File: src/rtl/core/rrcs_ram.sv
// Generic single-clock RAM with one write port and one registered read port.
// Stands alone; holds the burst lengths of all jobs.
`timescale 1ns / 1ps
`default_nettype none
module rrcs_ram #(
  parameter int DATA_W = 16,
  parameter int ADDR_W = 8
) (
  input  wire logic              clk,
  input  wire logic              wr_en,
  input  wire logic [ADDR_W-1:0] wr_addr,
  input  wire logic [DATA_W-1:0] wr_data,
  input  wire logic              rd_en,
  input  wire logic [ADDR_W-1:0] rd_addr,
  output logic      [DATA_W-1:0] rd_data
);

  logic [DATA_W-1:0] mem [2**ADDR_W];

  always_ff @(posedge clk) begin
    if (wr_en) begin
      mem[wr_addr] <= wr_data;
    end
    if (rd_en) begin
      rd_data <= mem[rd_addr];
    end
  end

endmodule
`default_nettype wire

File: config.mk
export PLATFORM = sky130hd
export DESIGN_NAME = rrcs_ram
export DESIGN_NICKNAME = d
export VERILOG_FILES = /design/src/rtl/core/rrcs_ram.sv
export SDC_FILE = /design/constraint.sdc
export NUM_CORES = 2
export LEC_CHECK = 0
export ABC_CLOCK_PERIOD_IN_PS = 3700
export BUFFER_PORTS_ARGS = -buffer_cell sky130_fd_sc_hd__buf_2
export CORE_ASPECT_RATIO = 2
export CORE_MARGIN = 2
export CORE_UTILIZATION = 45
export DETAILED_ROUTE_END_ITERATION = 8
export GPL_ROUTABILITY_DRIVEN = 1
export HOLD_SLACK_MARGIN = 0.12
export PLACE_DENSITY_LB_ADDON = 0.3
export SYNTH_ARGS = -nofsm -noshare
export SYNTH_HDL_FRONTEND = slang
export SYNTH_SLANG_ARGS = --single-unit
File: constraint.sdc
create_clock -name clk -period 3.7 [get_ports clk]
set_input_delay 0.925 -clock clk [delete_from_list [all_inputs] [get_ports clk]]
set_output_delay 0.925 -clock clk [all_outputs]
set_load 0.1 [all_outputs]
==> flow_summary.yaml <==
run_status:
  outcome: "complete, but fails checks"
  violations: "max-capacitance violations, max-slew violations, negative setup slack"
yosys:
  ys_async_sr_fraction: 0
  yosys.area.top_type: "edfxtp_1"
  yosys.cell_types.count: 51
  ys_ff_latch: 4112
  synthMostInstantiatedCell: "edfxtp_1"
  syn_area_per_cell_um2: 21.6
  synth.top_cells.by_area: "edfxtp_1 78%, mux4_2 11%, mux2i_1 3.6%, o221ai_1 1.4%, nor2_1 0.72%"
  yosys-top-cells-count: "4112 x edfxtp_1, 797 x mux4_2, 565 x mux2i_1"
  syn_nets: 7395
  syn-cell-area_mm2: 0.159
  ys_seq_area_frac: 0.777
  yosys_warnings: 0
  synth-edff-count: 4112
  ys.flop_type: "edfxtp_1"
  yosys.area.top_type_share: 0.777
  synthCells: 7360
timing:
  setup_viol: 4
  finalHoldViolCount: 0
  worstMarginPinSlew_ps: 1530
  finalCritPeriodShare: 1.02
  fmax_mhz: 265
  skew_ps: 66.7
  min_period_ps: 3770
  rsz0062_at_grt: "false"
  slew_headroom: -0.0284
  holdWs_ps: 412
  fin_ws_ps: -74.6
  report.final.slew_viol_count: 2
cells_and_area:
  fillers: 27200
  area_growth_pct: 15.4
  design_area_mm2: 0.183
  regArea_mm2: 0.123
  multiInputGateArea_mm2: 0.0329
  fin_cells: 13300
  layout-drive-gt1-share: 0.293
  nets: 8362
worst_setup_path:
  critPathMaxFanout: 31
  r2r_start: "mem[10][15]"
  path_class: "input port to flop"
  cp_slowest_stage_delay_ps: 960
  cp.required_ps: 4440
  path_common_cell: "buf_12"
  crit_path_start_kind: "input port"
  slowest_stage: "a21oi_1"
  crit_chain: "buf_12, buf_4, buf_12, buf_12, mux2i_1, o221ai_1, o32ai_1, buf_4, a21oi_1, nand4_1, nor4_1"
  arrival_ps: 4510
  reg2reg_depth: 7
  worstSetupEndpointType: "flop"
  critPathLaunch: "rd_addr[0]"
floorplanning:
  rows: 308
  die_area_mm2: 0.358
  ioPinCount: 51
  initial_core_util: 0.452
  core_region_area_mm2: 0.351
  die_w_um: 424
  die_h_um: 844
clock_network:
  clockRootBuffer: "clkbuf_16"
  clk_pin_slew_ps: 70
  insertion_delay_ps: 940
  hold_buffers: 0
  clock_sinks: 4112
  cts_made_buffers: 342
  clockBufferDepth: 4
  cts_setup_buffers: 0
  htree_levels: 5
  cts_resized: 2
  cts_tree: "yes"
global_route:
  grt_first_pass_wirelength_mm: 642
  grt_usage: 0.256
  grt_max_degree: 101
  first_global_vias: 83100
  antenna_found_initial: 23
  grt_overflow: 0
placed_design:
  dpl-instance-area_mm2: 0.172
  place.gp.congestion: 0.964
  dp_hpwl_mm: 313
  dp.cells: 12600
  io_buffers: 50
drt:
  totalWireLength_mm: 461
  drc: 0
  vias: 80100
  drt_iter0_markers: 8600
  vias_per_cell: 6.04
  ant_nets: 0
  firstDrtPassIters: 5
  drt-wirelength-per-cell_um: 34.8
job:
  drv_cap: 1
min_path:
  hp-class: "input port to flop"
  holdPathStages: 1
  min_from: "wr_data[14]"
pwr:
  vdd_drop_max_uv: 387
  p_leak_uw: 0.0591
  powerDensity_mw_per_mm2: 514
where the power goes:
part           total [uW]  leakage [uW]  internal, uW  switching [uW]
combinational        5750        0.0166          2090            3660
sequential          51400        0.0370         51300            56.4
clock               37100       0.00547         20500           16600
metal layers:
layer | part of all wire | up-vias | GRT usage | wire, um
met5 | 0.00010 | - | 0 | 47
li1 | - | 33100 | - | -
met3 | 0.058 | 1070 | 0.0340 | 26800
met4 | 0.11 | 8 | 0.220 | 48800
met2 | 0.53 | 3377 | 0.455 | 242000
met1 | 0.31 | 42500 | 0.265 | 143000
cell usage in the layout (no fill, tap or decap), drive strengths merged, types with 10 or more instances in the layout:
cell,instances
a22o,32
nor3,92
nand4,26
mux2,88
a21oi,175
nor2,304
nand3,35
o32ai,21
clkinvlp,18
clkinv,131
mux4,797
o221ai,253
nor4,18
mux2i,565
a22oi,43
o31ai,16
and3,11
clkbuf,418
a211oi,18
o21ai,38
edfxtp,4112
o22ai,148
bufinv,42
buf,1073
nand2,38
inv,10
a221oi,28
diode,12
cells by family after synthesis:
kind of cell / count (synthesis) / share of synthesized area
AO/OA/AOI/OAI: 786 / 0.0353
flip-flops: 4112 / 0.777
multiplexers: 1450 / 0.155
buffers and inverters: 456 / 0.0169
AND/OR/NAND/NOR: 556 / 0.0157
layout make-up:
type | instances | area share
timing repair buffer | 1075 | 0.0538
clock buffer | 416 | 0.0496
sequential | 4112 | 0.673
clock inverter | 197 | 0.0117
antenna | 12 | 0.000164
inverter | 4 | 0.000150
tap | 4650 | 0.0317
multi-input combinational | 2792 | 0.180
flip-flops by register name (all words and copies together) (netlist names):
signal and count:
rd_data 16, mem 4096
worst paths after layout:
check / endpoint / slack, ps
max: rd_data[9] / -70
min: mem[80][14] / 410
max reg2reg: rd_data[15] / 350
min reg2reg: rd_data[2] / 1200
worst max-delay path, delay by kind of cell:
family / cells / cell delay (ps)
mux: 1 / 120
simple gates: 2 / 880
buf+inv: 5 / 1190
compound gates: 3 / 1320
stage by stage:
stage               power [uW]  TNS, ps  setup WS (ps)  utilization
floorplan                55100        0            526            -
global placement         58000   -11330          -1520        0.490
detailed placement       58100   -11470          -1490        0.490
CTS                      94700        0           7.74        0.522
global route             96400        0           19.3        0.522
finish                   94300     -195          -74.6        0.522
Power figures use the tool's default switching activity.
