$ cat config.mk
export PLATFORM = sky130hd
export DESIGN_NAME = rrcs_job_mem
export DESIGN_NICKNAME = d
export VERILOG_FILES = /design/src/rtl/core/rrcs_pkg.sv /design/src/rtl/core/rrcs_job_mem.sv
export SDC_FILE = /design/constraint.sdc
export NUM_CORES = 2
export LEC_CHECK = 0
export BUFFER_PORTS_ARGS = -buffer_cell sky130_fd_sc_hd__buf_2
export CORE_ASPECT_RATIO = 1.4
export CORE_MARGIN = 2
export CORE_UTILIZATION = 62
export CTS_CLUSTER_DIAMETER = 100
export DETAILED_ROUTE_END_ITERATION = 8
export HOLD_SLACK_MARGIN = 0.08
export PLACE_DENSITY = 0.8
export SLEW_MARGIN = 20
export SYNTH_ARGS = -nofsm -noshare
export SYNTH_HDL_FRONTEND = slang
export SYNTH_SLANG_ARGS = --single-unit
$ cat constraint.sdc
create_clock -name clk -period 16.4 [get_ports clk]
set_input_delay 1.64 -clock clk [delete_from_list [all_inputs] [get_ports clk]]
set_output_delay 1.64 -clock clk [all_outputs]
set_load 0.05 [all_outputs]
$ cat src/rtl/core/rrcs_pkg.sv
// Shared types, codes and helper functions for the round-robin CPU/IO scheduler.
// Used by the top level, rrcs_job_mem, rrcs_queue and the testbench; depends on nothing.
`timescale 1ns / 1ps
`default_nettype none
package rrcs_pkg;

  localparam int MAX_JOBS   = 16;
  localparam int MAX_BURSTS = 16;
  localparam int JOB_W      = $clog2(MAX_JOBS);
  localparam int POS_W      = $clog2(MAX_BURSTS);
  localparam int TOTAL_W    = POS_W + 1;
  localparam int TIME_W     = 32;
  localparam int CNT_W      = 32;
  localparam int LEN_W      = 16;
  localparam int BADDR_W    = JOB_W + POS_W;
  localparam int QCNT_W     = JOB_W + 1;
  localparam int IN_DATA_W  = 24;
  localparam int OUT_DATA_W = 184;

  localparam logic [TIME_W-1:0] TIME_MAX = '1;
  localparam logic [CNT_W-1:0]  CNT_MAX  = '1;
  localparam logic [LEN_W-1:0]  QUANTUM_RESET = LEN_W'(4);

  typedef enum logic [1:0] {
    OP_LOAD   = 2'd0,
    OP_ARRIVE = 2'd1,
    OP_TICK   = 2'd2,
    OP_READ   = 2'd3
  } op_t;

  typedef enum logic [3:0] {
    K_LOADED     = 4'd0,
    K_ERROR      = 4'd1,
    K_ARRIVED    = 4'd2,
    K_TERMINATED = 4'd3,
    K_IO_BLOCKED = 4'd4,
    K_IO_DONE    = 4'd5,
    K_PREEMPTED  = 4'd6,
    K_CPU_DISP   = 4'd7,
    K_IO_DISP    = 4'd8,
    K_TICK_DONE  = 4'd9,
    K_STATS      = 4'd10
  } kind_t;

  typedef enum logic [2:0] {
    PH_UNLOADED = 3'd0,
    PH_LOADING  = 3'd1,
    PH_NEW      = 3'd2,
    PH_READY    = 3'd3,
    PH_RUNNING  = 3'd4,
    PH_BLOCKED  = 3'd5,
    PH_DONE     = 3'd6
  } phase_t;

  typedef enum logic [1:0] {
    PK_TERM    = 2'd0,
    PK_IOREQ   = 2'd1,
    PK_PREEMPT = 2'd2
  } pend_t;

  typedef struct packed {
    phase_t              phase;
    logic [POS_W-1:0]    pos;
    logic [TOTAL_W-1:0]  total;
    logic [TIME_W-1:0]   arrival;
    logic [CNT_W-1:0]    ready_wait;
    logic [CNT_W-1:0]    io_wait;
    logic [CNT_W-1:0]    turnaround;
  } job_rec_t;

  localparam int REC_W = $bits(job_rec_t);

  function automatic logic [TIME_W-1:0] add_time(input logic [TIME_W-1:0] a,
                                                  input logic [TIME_W-1:0] b);
    logic [TIME_W:0] s;
    s = {1'b0, a} + {1'b0, b};
    return s[TIME_W] ? TIME_MAX : s[TIME_W-1:0];
  endfunction

  function automatic logic [CNT_W-1:0] sat_inc(input logic [CNT_W-1:0] c);
    return (c == CNT_MAX) ? c : c + CNT_W'(1);
  endfunction

endpackage
`default_nettype wire

$ cat src/rtl/core/rrcs_job_mem.sv
// Per-job record memory with a valid bit per entry so that reset reads as zero.
// Depends on rrcs_pkg.
`timescale 1ns / 1ps
`default_nettype none
module rrcs_job_mem
  import rrcs_pkg::*;
(
  input  wire logic             clk,
  input  wire logic             rst,
  input  wire logic             wr_en,
  input  wire logic [JOB_W-1:0] wr_addr,
  input  wire job_rec_t         wr_data,
  input  wire logic             rd_en,
  input  wire logic [JOB_W-1:0] rd_addr,
  output job_rec_t              rd_data
);

  job_rec_t              mem [MAX_JOBS];
  logic [MAX_JOBS-1:0]   valid;
  job_rec_t              rd_q;
  logic                  rd_valid;

  always_ff @(posedge clk) begin
    if (wr_en) begin
      mem[wr_addr] <= wr_data;
    end
    if (rd_en) begin
      rd_q <= mem[rd_addr];
    end
  end

  always_ff @(posedge clk) begin
    if (rst) begin
      valid    <= '0;
      rd_valid <= 1'b0;
    end else begin
      if (wr_en) begin
        valid[wr_addr] <= 1'b1;
      end
      if (rd_en) begin
        rd_valid <= valid[rd_addr];
      end
    end
  end

  assign rd_data = rd_valid ? rd_q : job_rec_t'('0);

endmodule
`default_nettype wire

==> run metrics <==
Worst-Skew Late Latency=approximately 0.85 ns; H-tree levels=4; final wirelength=209300 microns; simple-gate area share of the yosys netlist=1.578%; vias per inst=6.723; Post-layout nets=4148; Warnings, synthesis=0; initial antenna violation count=45; commonest non-fill, non-tap cell in the layout=edfxtp_1; first-iteration detailed-routing DRC count=5187; most frequent cells in the layout=2380 x edfxtp_1, 661 x mux4_2, 286 x buf_2; post-synthesis cell type count=26; GPL Wtd Cong=0.7413; initial core utilization=roughly 62%; Post-DRT Antenna Nets=0; final cell count without fillers=6109; clk sinks=2397; first-pass GRT wire length=301900 microns; multiplexer share of the synthesized area=17.07%; Post-Syn Area per Cell=24.86 sq um; max cap viols=0; Critical Path AT=around 4 ns; relative slew slack=24.75%; combined buffer and inverter count along the critical path=3; Max rail drop VDD=~0.00011 V; slowest CP cell=buf_4; Critical Path Max Stage Delay=0.92 ns; Total Routing Usage GR=28.83%; status=finished, final reports clean; die area=about 150000 sq um; Post-Route Setup TNS=0 ns; Synthesized Nets=3772; CP cell instances=buf_4, buf_4, and2_1, buf_2; Leak=about 32 nW; die height=454.8 microns; wire length per cell=34.26 microns; Core Rows=165; combinational family with the most area after synthesis=multiplexers; layout cell share with drive strength beyond 1=roughly a third; Root Driver=clkbuf_16; final setup fails=0; # IOs=292; complex-gate fraction of the synthesized area=0.5700%; clk slew on worst S/H paths=roughly 0.06 ns; #FFs+latches synth=2397; max-slew violations=0; Core ar.=144300 sq um; Post-Synth XOR/XNOR Area=0%; dpl cells=5709; Mapped Cells=3620; Crit Path Max Fanout=71; deepest clock path buffer count=3; Seq/Total Area, Yosys=roughly 80%; Hold Path Origin=valid[6]; Adder-Cell Fraction of Synth Area=0%; final worst-path cycle share=33.81%; area grow syn2layout=11.28%; Worst setup EP type=primary output; Required @ worst endpoint=14.76 ns; Post-CTS Setup Inserts=0; Vias=between 40000 and 50000; vias in the first global route=between 40000 and 50000; delay-heaviest family, CP=buffers and inverters; Critical Path Start Type=flop; CTS-repair resized insts=0; synthesized area=89990 sq um; CP dominant cell by count=buf_4; post-route cell area=around 100000 sq um; gr ovfl total=0; IO Port Bufs=291; largest net degree at the start of global routing=118; first-pass iteration count of the detailed router=6; DRC=0; CTS buffer count=205; CTS tree=done; f_max=approximately 180 MHz; hold buffers post-CTS=0; Worst-Margin Slew=1.129 ns; dpl hpwl=96540 microns; RSZ-0062 raised after global routing=false; filler cell count in the final layout=8096; FF-to-FF Start=mem[0][14]; Die X=326.0 microns; Period minus WS final=5.545 ns; class of the worst hold path=flop to flop; Worst Skew=0.02760 ns; Area after DPL=93790 sq um; Final Hold Viols=0; Critical Path Source=rd_valid; PwrDens=around 120 nW/um^2; WS Path Type=flop to primary output
-- synth_stat cells --
library cell / n / share of area [%]
nand3_1: 3 / 0.017
or3b_2: 1 / 0.0097
buf_1: 20 / 0.083
nor2_1: 46 / 0.19
a21oi_1: 39 / 0.22
nor2b_1: 40 / 0.28
nand2_1: 2 / 0.0083
nand3b_1: 5 / 0.042
o311a_1: 1 / 0.011
edfxtp_1: 2380 / 79
mux2i_1: 46 / 0.51
nor3_1: 4 / 0.022
nor3b_1: 1 / 0.0083
dfxtp_1: 17 / 0.38
mux2_2: 1 / 0.013
clkbuf_1: 89 / 0.37
nand2b_1: 2 / 0.014
nand4_1: 2 / 0.014
and2_1: 140 / 0.97
buf_4: 23 / 0.19
mux4_2: 661 / 17
a211oi_1: 39 / 0.33
a22oi_1: 1 / 0.0083
o211ai_1: 1 / 0.0083
buf_2: 51 / 0.28
buf_6: 5 / 0.063
-- final timing paths --
path	slack, ns	endpoint	cells after the start
max	10.86	rd_data[53]	4
min	0.48	valid[6]	2
max reg2reg	14.64	rd_q[14]	4
min reg2reg	0.48	valid[6]	2
-- layer usage --
metal | routed length [microns] | track usage (%)
met1 | 72820 | 37.27
met2 | 109800 | 49.32
met3 | 19170 | 5.422
met4 | 7279 | 11.16
met5 | 206 | 0
-- area by class of cell --
cell class / count / area (sq um) / area share, %
diodes: 29 / 72.57 / 0.07246
clock inverters: 113 / 867.1 / 0.8658
multi-input cells: 1035 / 17400 / 17.38
clock buffers: 258 / 5411 / 5.403
well taps: 1920 / 2402 / 2.399
flip-flops and latches: 2397 / 71810 / 71.71
repair buffers: 357 / 2180 / 2.176
-- worst reg2reg max path, cell delays in order, from the launching register on --
cell and delay [ns]:
edfxtp_1 0.42, mux4_2 0.49, nor2b_1 0.15, a211oi_1 0.32, a21oi_1 0.09
-- metrics by stage --
stage               power (mW)  setup WS [ns]  hold WS [ns]  utilization, %
finish                   12.18          10.86        0.4805           69.40
global route             12.48          10.64        0.5018           69.37
CTS                      12.24          10.81        0.4799           69.35
detailed placement       7.698          10.10        0.4604           65.00
global placement         7.671          10.15        0.4464           65.00
floorplan                7.471          3.938        0.4346               -
-- kinds of logic (layout without fill, tap and decap cells) --
logic type             Yosys count  count (layout)
buffers and inverters          188             728
AND/OR/NAND/NOR                246             246
flip-flops                    2397            2397
multiplexers                   708             708
AO/OA/AOI/OAI                   81              81
other                            0              29
-- sequential cells by signal (all words and copies together) (netlist names) --
register,flops
valid,16
mem,2240
rd_valid,1
rd_q,140
-- report_power, final --
group          switching [mW]  total, mW  internal (mW)  leakage, nW
Sequential             0.0466       6.94           6.90         21.7
Clock                    2.13       4.60           2.47         3.06
Combinational           0.384      0.635          0.251         6.96
(Power assumes the default switching activity.)
