## config.mk

```make
export PLATFORM = sky130hd
export DESIGN_NAME = rrcs_queue
export DESIGN_NICKNAME = d
export VERILOG_FILES = /design/src/rtl/core/rrcs_pkg.sv /design/src/rtl/core/rrcs_queue.sv
export SDC_FILE = /design/constraint.sdc
export NUM_CORES = 1
export LEC_CHECK = 0
export BUFFER_PORTS_ARGS = -buffer_cell sky130_fd_sc_hd__buf_2
export CAP_MARGIN = 20
export CORE_MARGIN = 2
export CORE_UTILIZATION = 48
export DETAILED_ROUTE_END_ITERATION = 10
export MAX_ROUTING_LAYER = met4
export PLACE_DENSITY = 0.77
export SLEW_MARGIN = 20
export SYNTH_ARGS = -nofsm -noshare
export SYNTH_HDL_FRONTEND = slang
export SYNTH_SLANG_ARGS = --single-unit
```

## constraint.sdc

```tcl
create_clock -name clk -period 5 [get_ports clk]
set_clock_uncertainty 0.1 [all_clocks]
set_input_delay 1.25 -clock clk [delete_from_list [all_inputs] [get_ports clk]]
set_output_delay 1.25 -clock clk [all_outputs]
set_load 0.005 [all_outputs]
```

## src/rtl/core/rrcs_pkg.sv

```systemverilog
// Shared types, codes and helper functions for the round-robin CPU/IO scheduler.
// Used by the top level, rrcs_job_mem, rrcs_queue and the testbench; depends on nothing.
`timescale 1ns / 1ps
`default_nettype none
package rrcs_pkg;

  localparam int MAX_JOBS   = 16;
  localparam int MAX_BURSTS = 16;
  localparam int JOB_W      = $clog2(MAX_JOBS);
  localparam int POS_W      = $clog2(MAX_BURSTS);
  localparam int TOTAL_W    = POS_W + 1;
  localparam int TIME_W     = 32;
  localparam int CNT_W      = 32;
  localparam int LEN_W      = 16;
  localparam int BADDR_W    = JOB_W + POS_W;
  localparam int QCNT_W     = JOB_W + 1;
  localparam int IN_DATA_W  = 24;
  localparam int OUT_DATA_W = 184;

  localparam logic [TIME_W-1:0] TIME_MAX = '1;
  localparam logic [CNT_W-1:0]  CNT_MAX  = '1;
  localparam logic [LEN_W-1:0]  QUANTUM_RESET = LEN_W'(4);

  typedef enum logic [1:0] {
    OP_LOAD   = 2'd0,
    OP_ARRIVE = 2'd1,
    OP_TICK   = 2'd2,
    OP_READ   = 2'd3
  } op_t;

  typedef enum logic [3:0] {
    K_LOADED     = 4'd0,
    K_ERROR      = 4'd1,
    K_ARRIVED    = 4'd2,
    K_TERMINATED = 4'd3,
    K_IO_BLOCKED = 4'd4,
    K_IO_DONE    = 4'd5,
    K_PREEMPTED  = 4'd6,
    K_CPU_DISP   = 4'd7,
    K_IO_DISP    = 4'd8,
    K_TICK_DONE  = 4'd9,
    K_STATS      = 4'd10
  } kind_t;

  typedef enum logic [2:0] {
    PH_UNLOADED = 3'd0,
    PH_LOADING  = 3'd1,
    PH_NEW      = 3'd2,
    PH_READY    = 3'd3,
    PH_RUNNING  = 3'd4,
    PH_BLOCKED  = 3'd5,
    PH_DONE     = 3'd6
  } phase_t;

  typedef enum logic [1:0] {
    PK_TERM    = 2'd0,
    PK_IOREQ   = 2'd1,
    PK_PREEMPT = 2'd2
  } pend_t;

  typedef struct packed {
    phase_t              phase;
    logic [POS_W-1:0]    pos;
    logic [TOTAL_W-1:0]  total;
    logic [TIME_W-1:0]   arrival;
    logic [CNT_W-1:0]    ready_wait;
    logic [CNT_W-1:0]    io_wait;
    logic [CNT_W-1:0]    turnaround;
  } job_rec_t;

  localparam int REC_W = $bits(job_rec_t);

  function automatic logic [TIME_W-1:0] add_time(input logic [TIME_W-1:0] a,
                                                  input logic [TIME_W-1:0] b);
    logic [TIME_W:0] s;
    s = {1'b0, a} + {1'b0, b};
    return s[TIME_W] ? TIME_MAX : s[TIME_W-1:0];
  endfunction

  function automatic logic [CNT_W-1:0] sat_inc(input logic [CNT_W-1:0] c);
    return (c == CNT_MAX) ? c : c + CNT_W'(1);
  endfunction

endpackage
`default_nettype wire

```

## src/rtl/core/rrcs_queue.sv

```systemverilog
// Circular job queue with push, pop and a peek port for walking its entries.
// Depends on rrcs_pkg.
`timescale 1ns / 1ps
`default_nettype none
module rrcs_queue
  import rrcs_pkg::*;
(
  input  wire logic              clk,
  input  wire logic              rst,
  input  wire logic              push,
  input  wire logic [JOB_W-1:0]  push_id,
  input  wire logic              pop,
  input  wire logic [JOB_W-1:0]  peek_ofs,
  output logic      [JOB_W-1:0]  head_id,
  output logic      [JOB_W-1:0]  peek_id,
  output logic      [QCNT_W-1:0] count
);

  logic [JOB_W-1:0] slot [MAX_JOBS];
  logic [JOB_W-1:0] head;
  logic [JOB_W-1:0] tail;

  assign tail    = head + count[JOB_W-1:0];
  assign head_id = slot[head];
  assign peek_id = slot[head + peek_ofs];

  always_ff @(posedge clk) begin
    if (push && count != QCNT_W'(MAX_JOBS)) begin
      slot[tail] <= push_id;
    end
  end

  always_ff @(posedge clk) begin
    if (rst) begin
      head  <= '0;
      count <= '0;
    end else if (push && count != QCNT_W'(MAX_JOBS)) begin
      count <= count + QCNT_W'(1);
    end else if (pop && count != '0) begin
      head  <= head + JOB_W'(1);
      count <= count - QCNT_W'(1);
    end
  end

endmodule
`default_nettype wire

```

==> run summary <==
The flow ran to the end, and the final reports show no timing, DRC or antenna violations. The number of instances in the synthesized netlist came out at 235. The number of antenna violations at the first check in global routing was 0.

The area growth from synthesis to final layout was 11.36%; the total negative slack for setup checks was 0 ps. Number of buffers added for setup after CTS: 0. Number of cell instances on the worst register-to-register path: 6. The smallest clock period supported by the final layout is computed as 4665 ps.

The run gives 214.4 MHz as the maximum frequency from static timing analysis. The final critical path takes up 93.29% of the cycle. For the register-to-register setup slack, the log shows 2160 ps. Grouping stages by cell kind, the critical path spends the most delay in adder cells. For this block, the initial DRC count from the detailed router was 239.

For this design the static power due to leakage is 1.470 nW. Of all nets on the critical path, the largest fanout is 10. Number of flops mapped to enable cells by yosys: 64.

The first global-routing pass estimated 12360 microns of wire. Walking the worst path, the cells encountered are buf_2, ha_1, inv_1, fa_1, buf_4, mux4_2, mux2i_1, a21oi_1, buf_2. The largest stage delay on the critical path is 800 ps, and the final net count is 293. For the worst setup path, the data arrival time is 3310 ps. The layout has 629 filler cells.

Cells with a size suffix above 1 make up 33.33% of the layout. After detailed routing, the number of remaining DRC violations is 0. Before CTS, the worst setup slack after placement is 322.6 ps. The clock net in this run drives a total of 77 sinks. The horizontal die dimension came out at 93.76 microns. The count of buffers added on input and output ports is 24. The maximum count of clock buffers along a single path was 2; the mean area per synthesized cell was 16.46 sq um. Summed over all instances, the cell type with the most area after synthesis is sky130_fd_sc_hd__edfxtp_1. The repair_antennas step left the layout with diodes totalling 0. Setup repair after global routing left no endpoint under its margin.

The tools report the placement row count as 32. The root buffer cell chosen for the clock tree is sky130_fd_sc_hd__clkbuf_8. The run gives 0.002182 sq mm as the register area.

In the final layout, the multi-input gates occupy 0.001607 sq mm. Number of buffers inserted by hold repair at cts: 0. Counting stages on the worst path, the most repeated cell is sky130_fd_sc_hd__buf_2. Setup violations remaining at the end of the flow were counted as 0.

Endpoint of the lowest-slack register-to-register path: slot[12][0]. The congestion estimate from routability-driven global placement came to 0.8071. The total stage count of the critical path was 9; the count of vias placed by the detailed router was 2235. The critical path required time was 3650 ps.

The run gives 0.003867 sq mm as the area of the mapped netlist. Slack of the critical path: 335.3 ps. Tracing the worst setup path back leads to its startpoint at peek_ofs[0].

Ranked by total cell area, the synthesized netlist is headed by sky130_fd_sc_hd__edfxtp_1 50%, sky130_fd_sc_hd__mux4_2 21%, sky130_fd_sc_hd__dfxtp_1 6.7%, sky130_fd_sc_hd__ha_1 3.2%, sky130_fd_sc_hd__nor2_1 2.7%. The net count after synthesis was 260. Total length of routed wires: 7846 microns. The source of the worst register-to-register timing path is count[1]. The global-route usage over all layers was 20.54%; the number of CTS-inserted buffers was 9.

The tools report the critical path endpoint category as an output pin. The largest individual stage delay along the critical path comes from the cell sky130_fd_sc_hd__fa_1. The cell area power density works out to 534.4 mW/mm^2. The critical path class is input pin to output pin. The clock edge transition at the registers on the reported setup and hold paths was 80 ps; the number of gates resized after cts was 0. During synthesis, Yosys emitted a total of 0 warnings. Once placement finished, the instance area stood at 0.004115 sq mm.

Clock latency on the worst-skew pair, taken at its later pin, is 340 ps. The register bit count reported by yosys came out at 77. The die extent in y was 93.76 microns; the full die area was 0.008791 sq mm. Summed over all layers, the global routing overflow is 0.

The worst ir drop on vdd was 0.0002313 V; the area of the core was 0.007767 sq mm. Of all flip-flops after synthesis, the portion carrying an async set or reset was 0%. In this run the worst setup path terminates at peek_id[1]. TritonCTS built the clock tree.

The number of buffers and inverters on the critical path was 4; the proportion of synthesized chip area in sequential cells was 56.42%. The class of the worst hold path is flop to flop. The number of iterations in the first detailed-routing pass is 4, and the max-slew violation total from the final report is 0. The average detailed-routed wire length per instance came out at 20.92 microns.

Share of Yosys cell area claimed by the top area cell type: 49.69%. For the final hold violation count, the log shows 0. The finished cells cover 0.004307 sq mm.

The count of nets left with antenna violations once routing finished came out at 0. Kind of start point of the critical path: an input pin. The H-tree was split into 3 levels.

For this configuration, the core starts out at a cell density of 49.79%. The transition time at the pin with the least slew margin is 975.1 ps. Entering global routing, the biggest net connects 17 pins. Placed wire-length estimate after detailed placement: 5649 microns.

In the routed layout, each cell is associated on average with a via count of 5.960. On the final layout, the worst hold slack is 465.0 ps. In the synthesized netlist the dominant register cell turns out to be sky130_fd_sc_hd__edfxtp_1. The number of maximum-capacitance violations is 0, and the number of global-route vias before repair is 2267.

Measured against its own limit, the worst slew margin works out to 34.39%. Counting distinct cell types in the post-synthesis netlist gives 38. Number of primary I/O pins: 25.
[worst min-delay path by stage]
stage	from	to	cells after the start
2_1_floorplan	head[3]	flop	2
3_3_place_gp	head[3]	head[3]	2
3_5_place_dp	head[3]	flop	2
4_1_cts	head[3]	flop	2
5_1_grt	head[3]	flop	2
6_report	head[3]	flop	2
[routing by layer]
layer	routed length, microns	vias up	track usage [%]
met3	514	8	3.852
met5	0	-	-
met1	3202	1138	25.65
li1	-	1006	-
met2	4025	83	32.80
met4	103	0	9.662
[power breakdown]
part | total, W | internal [W] | leakage (nW) | switching [W]
Combinational | 0.000969 | 0.000507 | 0.704 | 0.000462
Clock | 0.000451 | 0.000229 | 0.0822 | 0.000223
Sequential | 0.000881 | 0.000794 | 0.684 | 0.0000869
[cell type report]
cell class	count	share of cell area, %
multi-input combinational	142	37.30
timing repair buffer	31	4.009
clock inverter	6	1.482
clock buffer	10	2.963
sequential	77	50.67
inverter	7	0.6101
tap	102	2.963
[placed cells by master (no fill, tap or decap), types with 5 or more instances in the layout]
cell and count:
sky130_fd_sc_hd__a21oi_1 8, sky130_fd_sc_hd__inv_1 7, sky130_fd_sc_hd__nor2_1 28, sky130_fd_sc_hd__ha_1 10, sky130_fd_sc_hd__edfxtp_1 64, sky130_fd_sc_hd__xor2_1 5, sky130_fd_sc_hd__mux4_2 36, sky130_fd_sc_hd__dfxtp_1 13
sky130_fd_sc_hd__xnor2_1 8, sky130_fd_sc_hd__buf_4 7, sky130_fd_sc_hd__mux2i_1 6, sky130_fd_sc_hd__nand2_1 6, sky130_fd_sc_hd__buf_2 24, sky130_fd_sc_hd__clkbuf_8 9
[cells in the mapped netlist, types with 3 or more instances]
| cell | number |
|---|---|
| sky130_fd_sc_hd__edfxtp_1 | 64 |
| sky130_fd_sc_hd__mux4_2 | 36 |
| sky130_fd_sc_hd__nor2_1 | 28 |
| sky130_fd_sc_hd__dfxtp_1 | 13 |
| sky130_fd_sc_hd__ha_1 | 10 |
| sky130_fd_sc_hd__a21oi_1 | 8 |
| sky130_fd_sc_hd__xnor2_1 | 8 |
| sky130_fd_sc_hd__inv_1 | 7 |
| sky130_fd_sc_hd__mux2i_1 | 6 |
| sky130_fd_sc_hd__nand2_1 | 6 |
| sky130_fd_sc_hd__xor2_1 | 5 |
| sky130_fd_sc_hd__mux2_2 | 4 |
| sky130_fd_sc_hd__nor4_1 | 4 |
| sky130_fd_sc_hd__a21o_1 | 3 |
| sky130_fd_sc_hd__buf_2 | 3 |
| sky130_fd_sc_hd__fa_1 | 3 |
[state kept, by name, indices dropped and copies added (netlist names), named ones only]
signal,cells
count,5
head,4
slot,64
[cells by family (layout without fill, tap and decap cells)]
kind of cell	Yosys count	in the layout	share of synthesized area, %
buffers and inverters	16	54	2.038
muxes	46	46	23.68
and+or+nand+nor	49	49	6.050
adders and majority gates	13	13	4.788
DFF	77	77	56.42
AOI/OAI and AO/OA	21	21	4.076
xor gates and xnor gates	13	13	2.944
[worst reg2reg max path, cell delays in order (launching register included)]
cell and delay, ps:
sky130_fd_sc_hd__dfxtp_1 550, sky130_fd_sc_hd__ha_1 300, sky130_fd_sc_hd__a21o_1 150, sky130_fd_sc_hd__a21oi_1 250, sky130_fd_sc_hd__xor2_1 220, sky130_fd_sc_hd__nand2_1 140, sky130_fd_sc_hd__nor4_1 750
[metrics by stage]
| stage | instances | util, % | total power [W] |
|---|---|---|---|
| after floorplan | 235 | - | 0.001607 |
| after global placement | 359 | 52.98 | 0.001848 |
| after detailed placement | 359 | 52.98 | 0.001871 |
| after CTS | 375 | 55.44 | 0.002322 |
| after global routing | 375 | 55.44 | 0.002434 |
| final | 375 | 55.44 | 0.002301 |
(Power assumes the default switching activity.)
